--- config.mk ---
export PLATFORM = sky130hd
export DESIGN_NAME = bmp_mulmod
export DESIGN_NICKNAME = d
export VERILOG_FILES = /design/src/rtl/bmp_pkg.sv /design/src/rtl/bmp_mulmod.sv
export SDC_FILE = /design/constraint.sdc
export NUM_CORES = 2
export LEC_CHECK = 0
export ABC_AREA = 0
export ABC_CLOCK_PERIOD_IN_PS = 7300
export BUFFER_PORTS_ARGS = -buffer_cell sky130_fd_sc_hd__buf_2
export CAP_MARGIN = 15
export CORE_MARGIN = 1
export CORE_UTILIZATION = 60
export CTS_CLUSTER_DIAMETER = 60
export CTS_CLUSTER_SIZE = 28
export DETAILED_ROUTE_END_ITERATION = 12
export PLACE_DENSITY = 0.81
export SYNTH_ARGS = -nofsm -noshare
export SYNTH_HDL_FRONTEND = slang
export SYNTH_SLANG_ARGS = --single-unit
--- constraint.sdc ---
create_clock -name clk -period 7.3 [get_ports clk]
set_clock_uncertainty 0.2 [all_clocks]
set_input_delay 0.365 -clock clk [delete_from_list [all_inputs] [get_ports clk]]
set_output_delay 0.365 -clock clk [all_outputs]
set_load 0.005 [all_outputs]
--- src/rtl/bmp_pkg.sv ---
// ============================================================================
// bmp_pkg
// Shared constants for the binomial coefficient block: the prime modulus,
// the Barrett reduction constant and the latency of the modular multiplier.
// ============================================================================
package bmp_pkg;

    localparam int VAL_W = 30;
    localparam int ARG_W = 16;

    // The prime modulus and the Fermat exponent used to find the inverse.
    localparam logic [VAL_W-1:0] PRIME    = 30'd1000000007;
    localparam logic [VAL_W-1:0] FERMAT_E = 30'd1000000005;

    // Barrett constant floor(2^60 / PRIME), which fits in 31 bits.
    localparam logic [30:0] BARRETT_MU = 31'((64'd1 << 60) / 64'd1000000007);

    // Cycles from operands to result in the modular multiplier.
    localparam int MUL_LAT = 4;

endpackage

--- src/rtl/bmp_mulmod.sv ---
// ============================================================================
// bmp_mulmod
// Four-stage pipelined multiplier modulo the prime, using Barrett reduction.
// ============================================================================
module bmp_mulmod
(
    input  logic                        clk,
    input  logic                        en,
    input  logic [bmp_pkg::VAL_W-1:0]   a,
    input  logic [bmp_pkg::VAL_W-1:0]   b,
    output logic [bmp_pkg::VAL_W-1:0]   r
);

    logic [59:0] prod_reg;
    logic [30:0] quot_reg;
    logic [31:0] xlo2_reg;
    logic [31:0] qp_reg;
    logic [31:0] xlo3_reg;
    logic [29:0] r_reg;

    logic [61:0] est;
    logic [60:0] qp_full;
    logic [31:0] diff;
    logic [31:0] p1;
    logic [31:0] p2;

    assign est     = 62'(prod_reg[59:29]) * 62'(bmp_pkg::BARRETT_MU);
    assign qp_full = 61'(quot_reg) * 61'(bmp_pkg::PRIME);
    assign diff    = xlo3_reg - qp_reg;
    assign p1      = 32'(bmp_pkg::PRIME);
    assign p2      = 32'(bmp_pkg::PRIME) << 1;

    // The quotient estimate falls short by at most two, so the remainder
    // stays below three times the prime and two compares finish it.
    always_ff @(posedge clk)
    begin
        if (en)
        begin
            prod_reg <= 60'(a) * 60'(b);
            quot_reg <= est[61:31];
            xlo2_reg <= prod_reg[31:0];
            qp_reg   <= qp_full[31:0];
            xlo3_reg <= xlo2_reg;
            if (diff >= p2)
            begin
                r_reg <= 30'(diff - p2);
            end
            else if (diff >= p1)
            begin
                r_reg <= 30'(diff - p1);
            end
            else
            begin
                r_reg <= diff[29:0];
            end
        end
    end

    assign r = r_reg;

endmodule

==> load_flow_metrics.sql <==
INSERT INTO impl_metrics (metric_group, metric, value, unit) VALUES
('global_route', 'antenna_found_initial', '1', ''),
('floorplanning', 'fp.dieArea', '0.101', 'mm²'),
('timing', 'achievable-frequency', '0.134', 'GHz'),
('critical_path', 'crit-reg2reg-capture', 'quot_reg[26]', ''),
('clocking', 'clock_sink_count', '217', ''),
('final_layout', 'num-nets-final', '8466', ''),
('synth', 'synth_async_sr_flop_share', '0', '%'),
('timing', 'tightestPinTransition', '932', 'ps'),
('clocking', 'htree_levels', '1', ''),
('synth', 'avgSynthCellArea', '10.0', 'µm²'),
('timing', 'final_setup_violating_endpoints', '12', ''),
('global_route', 'grt_pass1_vias', '46100', ''),
('critical_path', 'worstSetupPathType', 'reg -> reg', ''),
('run_status', 'status', 'complete, but fails checks', ''),
('global_route', 'globalRouteTotalUtil', '29.8', '%'),
('critical_path', 'timing.rr.start', 'prod_reg[51]', ''),
('routing', 'drt-wirelength-per-cell', '19.3', 'µm'),
('critical_path', 'startpoint', 'prod_reg[51]', ''),
('global_route', 'gr-total-overflow', '0', ''),
('critical_path', 'cp_data_arrival_time', '7550', 'ps'),
('final_layout', 'largest_register_ffs', '60', ''),
('timing', 'fin_ws', '-157', 'ps'),
('synth', 'post-synth-top-area-cell', 'sky130_fd_sc_hd__fa_1', ''),
('placement', 'dp.cells', '7581', ''),
('timing', 'finalHoldViolations', '0', ''),
('critical_path', 'worst_setup_path_end_kind', 'flip-flop', ''),
('clocking', 'tritoncts.num_buffers', '20', ''),
('timing', 'totalNegativeSetupSlack', '-968', 'ps'),
('clocking', 'worst_setup_hold_path_clk_slew', '80', 'ps'),
('floorplanning', 'pin_count', '92', ''),
('critical_path', 'cp_max_fo', '4', ''),
('clocking', 'ctsRootBufferMaster', 'sky130_fd_sc_hd__clkbuf_16', ''),
('timing', 'timing.final.max_slew_violations', '0', ''),
('placement', 'post-dp-hpwl', '126', 'mm'),
('final_layout', 'syn2layout_area_growth', '13.0', '%'),
('synth', 'synth.net_count', '8037', ''),
('global_route', 'maximum_number_of_pins_on_one_net_before_global_route_repair', '107', ''),
('synth', 'seq_area_frac_synth', '10.9', '%'),
('floorplanning', 'initial_utilization', '60.5', '%'),
('run', 'drv_cap', '0', ''),
('synth', 'synth_enable_flop_cells', '217', ''),
('synth', 'yosys.cell_types.count', '105', ''),
('clocking', 'cts_tree', 'built', ''),
('critical_path', 'required_worst_endpoint', '7390', 'ps'),
('worst_hold_path', 'worstHoldEndpoint', 'qp_reg[31]', ''),
('timing', 'timing.max_slew.rel_slack', '37.9', '%'),
('run_status', 'failed_checks', 'setup timing', ''),
('floorplanning', 'design.core.area', '0.0984', 'mm²'),
('routing', 'routed_wl', '148', 'mm'),
('placement', 'io_buffer_count', '91', ''),
('routing', 'post-route-drc-count', '0', ''),
('routing', 'via_density', '5.57', ''),
('routing', 'detail-route-antenna-nets', '0', ''),
('worst_hold_path', 'timing.hold.worst.class', 'in -> reg', ''),
('worst_hold_path', 'min-delay-start', 'en', ''),
('final_layout', 'layout_cell_share_with_drive_strength_beyond_1', '14.6', '%'),
('synth', 'postSynthRegisterBits', '217', ''),
('placement', 'post-place-ws', '-859', 'ps'),
('timing', 'rsz0062_at_grt', 'true', ''),
('clocking', 'worst_skew_pair_latency', '550', 'ps'),
('floorplanning', 'fp-row-count', '115', ''),
('floorplanning', 'chipHeight', '317', 'µm'),
('synth', 'synth_top_cells_by_area', 'sky130_fd_sc_hd__fa_1 (41%), sky130_fd_sc_hd__ha_1 (17%), sky130_fd_sc_hd__edfxtp_1 (11%)', ''),
('placement', 'finalWeightedCongestion', '0.944', ''),
('synth', 'yosysMostFrequentCell', 'sky130_fd_sc_hd__inv_1', ''),
('final_layout', 'post_layout_nonfiller_instances', '7686', ''),
('synth', 'syn_area', '0.0595', 'mm²'),
('floorplanning', 'dieWidth', '317', 'µm'),
('critical_path', 'reg2reg_depth', '26', ''),
('routing', 'first_pass_iters', '5', ''),
('worst_hold_path', 'hold_path_depth', '1', '');
-- placed cells by master, fill, tap and decap left out, types with 68 or more instances in the layout --
master / instances
sky130_fd_sc_hd__ha_1: 759
sky130_fd_sc_hd__fa_1: 1156
sky130_fd_sc_hd__and2_1: 521
sky130_fd_sc_hd__fa_2: 68
sky130_fd_sc_hd__xnor2_1: 143
sky130_fd_sc_hd__edfxtp_1: 217
sky130_fd_sc_hd__inv_1: 1463
sky130_fd_sc_hd__a21oi_1: 124
sky130_fd_sc_hd__nand2_1: 463
sky130_fd_sc_hd__nor2_1: 108
sky130_fd_sc_hd__buf_4: 477
-- critical path, cell delays in order (launching register included) --
cell and delay, ps:
sky130_fd_sc_hd__edfxtp_1 460, sky130_fd_sc_hd__buf_4 200, sky130_fd_sc_hd__fa_2 480, sky130_fd_sc_hd__fa_2 360, sky130_fd_sc_hd__fa_1 550, sky130_fd_sc_hd__fa_2 480
sky130_fd_sc_hd__fa_1 580, sky130_fd_sc_hd__inv_1 70, sky130_fd_sc_hd__fa_1 480, sky130_fd_sc_hd__inv_1 50, sky130_fd_sc_hd__fa_2 560, sky130_fd_sc_hd__ha_4 220
sky130_fd_sc_hd__a21oi_4 140, sky130_fd_sc_hd__o21ai_4 70, sky130_fd_sc_hd__or2_4 250, sky130_fd_sc_hd__and3b_2 300, sky130_fd_sc_hd__a211oi_4 90, sky130_fd_sc_hd__a221o_1 340
sky130_fd_sc_hd__a31oi_1 200, sky130_fd_sc_hd__buf_4 180, sky130_fd_sc_hd__o21ai_4 70, sky130_fd_sc_hd__o41ai_4 240, sky130_fd_sc_hd__buf_6 180, sky130_fd_sc_hd__buf_6 110
sky130_fd_sc_hd__o21ai_4 50, sky130_fd_sc_hd__a21oi_2 170, sky130_fd_sc_hd__xnor2_2 90
-- worst max path at each step --
stage / endpoint / slack (ps) / cells past startpoint
after global placement: prod_reg[50] / -760 / 29
after floorplan: prod_reg[56] / -10 / 27
after global routing: quot_reg[26] / -320 / 26
after detailed placement: prod_reg[50] / -860 / 29
final: quot_reg[26] / -160 / 26
after CTS: quot_reg[26] / -130 / 24
-- timing repair --
item,in CTS,in global routing
buffers inserted,29,41
gates resized for setup,76,273
pin swaps,43,135
gates cloned,0,1
setup endpoints to repair,33,31
-- cells by family after synthesis --
group / share of synthesized area [%]
compound gates: 5.92
xor+xnor: 2.85
flops: 10.9
buf+inv: 10.7
mux: 0.0357
fa+ha+maj: 57.9
simple gates: 11.6
-- stage by stage --
stage	hold slack, ps	instance area (µm²)	utilization (%)
after floorplan	200	59900	-
after global placement	202	64700	65.7
after detailed placement	205	64700	65.7
after CTS	174	66000	67.0
after global routing	148	67300	68.4
final	114	67300	68.4
-- final cells by class --
| cell class | instances | area [µm²] |
|---|---|---|
| inverter | 1483 | 5570 |
| clock buffer | 20 | 500 |
| sequential | 217 | 6520 |
| fill | 6936 | 31100 |
| multi-input combinational | 4048 | 47800 |
| antenna | 1 | 2.50 |
| timing repair buffer | 614 | 5000 |
| tap | 1287 | 1610 |
| clock inverter | 16 | 273 |
-- metal layers --
layer	up-vias	wire length, µm	global-route usage [%]
met4	2	4620	8.44
li1	19100	-	-
met3	319	10400	3.55
met2	1620	73400	51.2
met5	-	13	0
met1	21800	60000	40.0
Power is not shown: default switching activity piles up to over one toggle a cycle in this logic, so the estimate is an artifact.
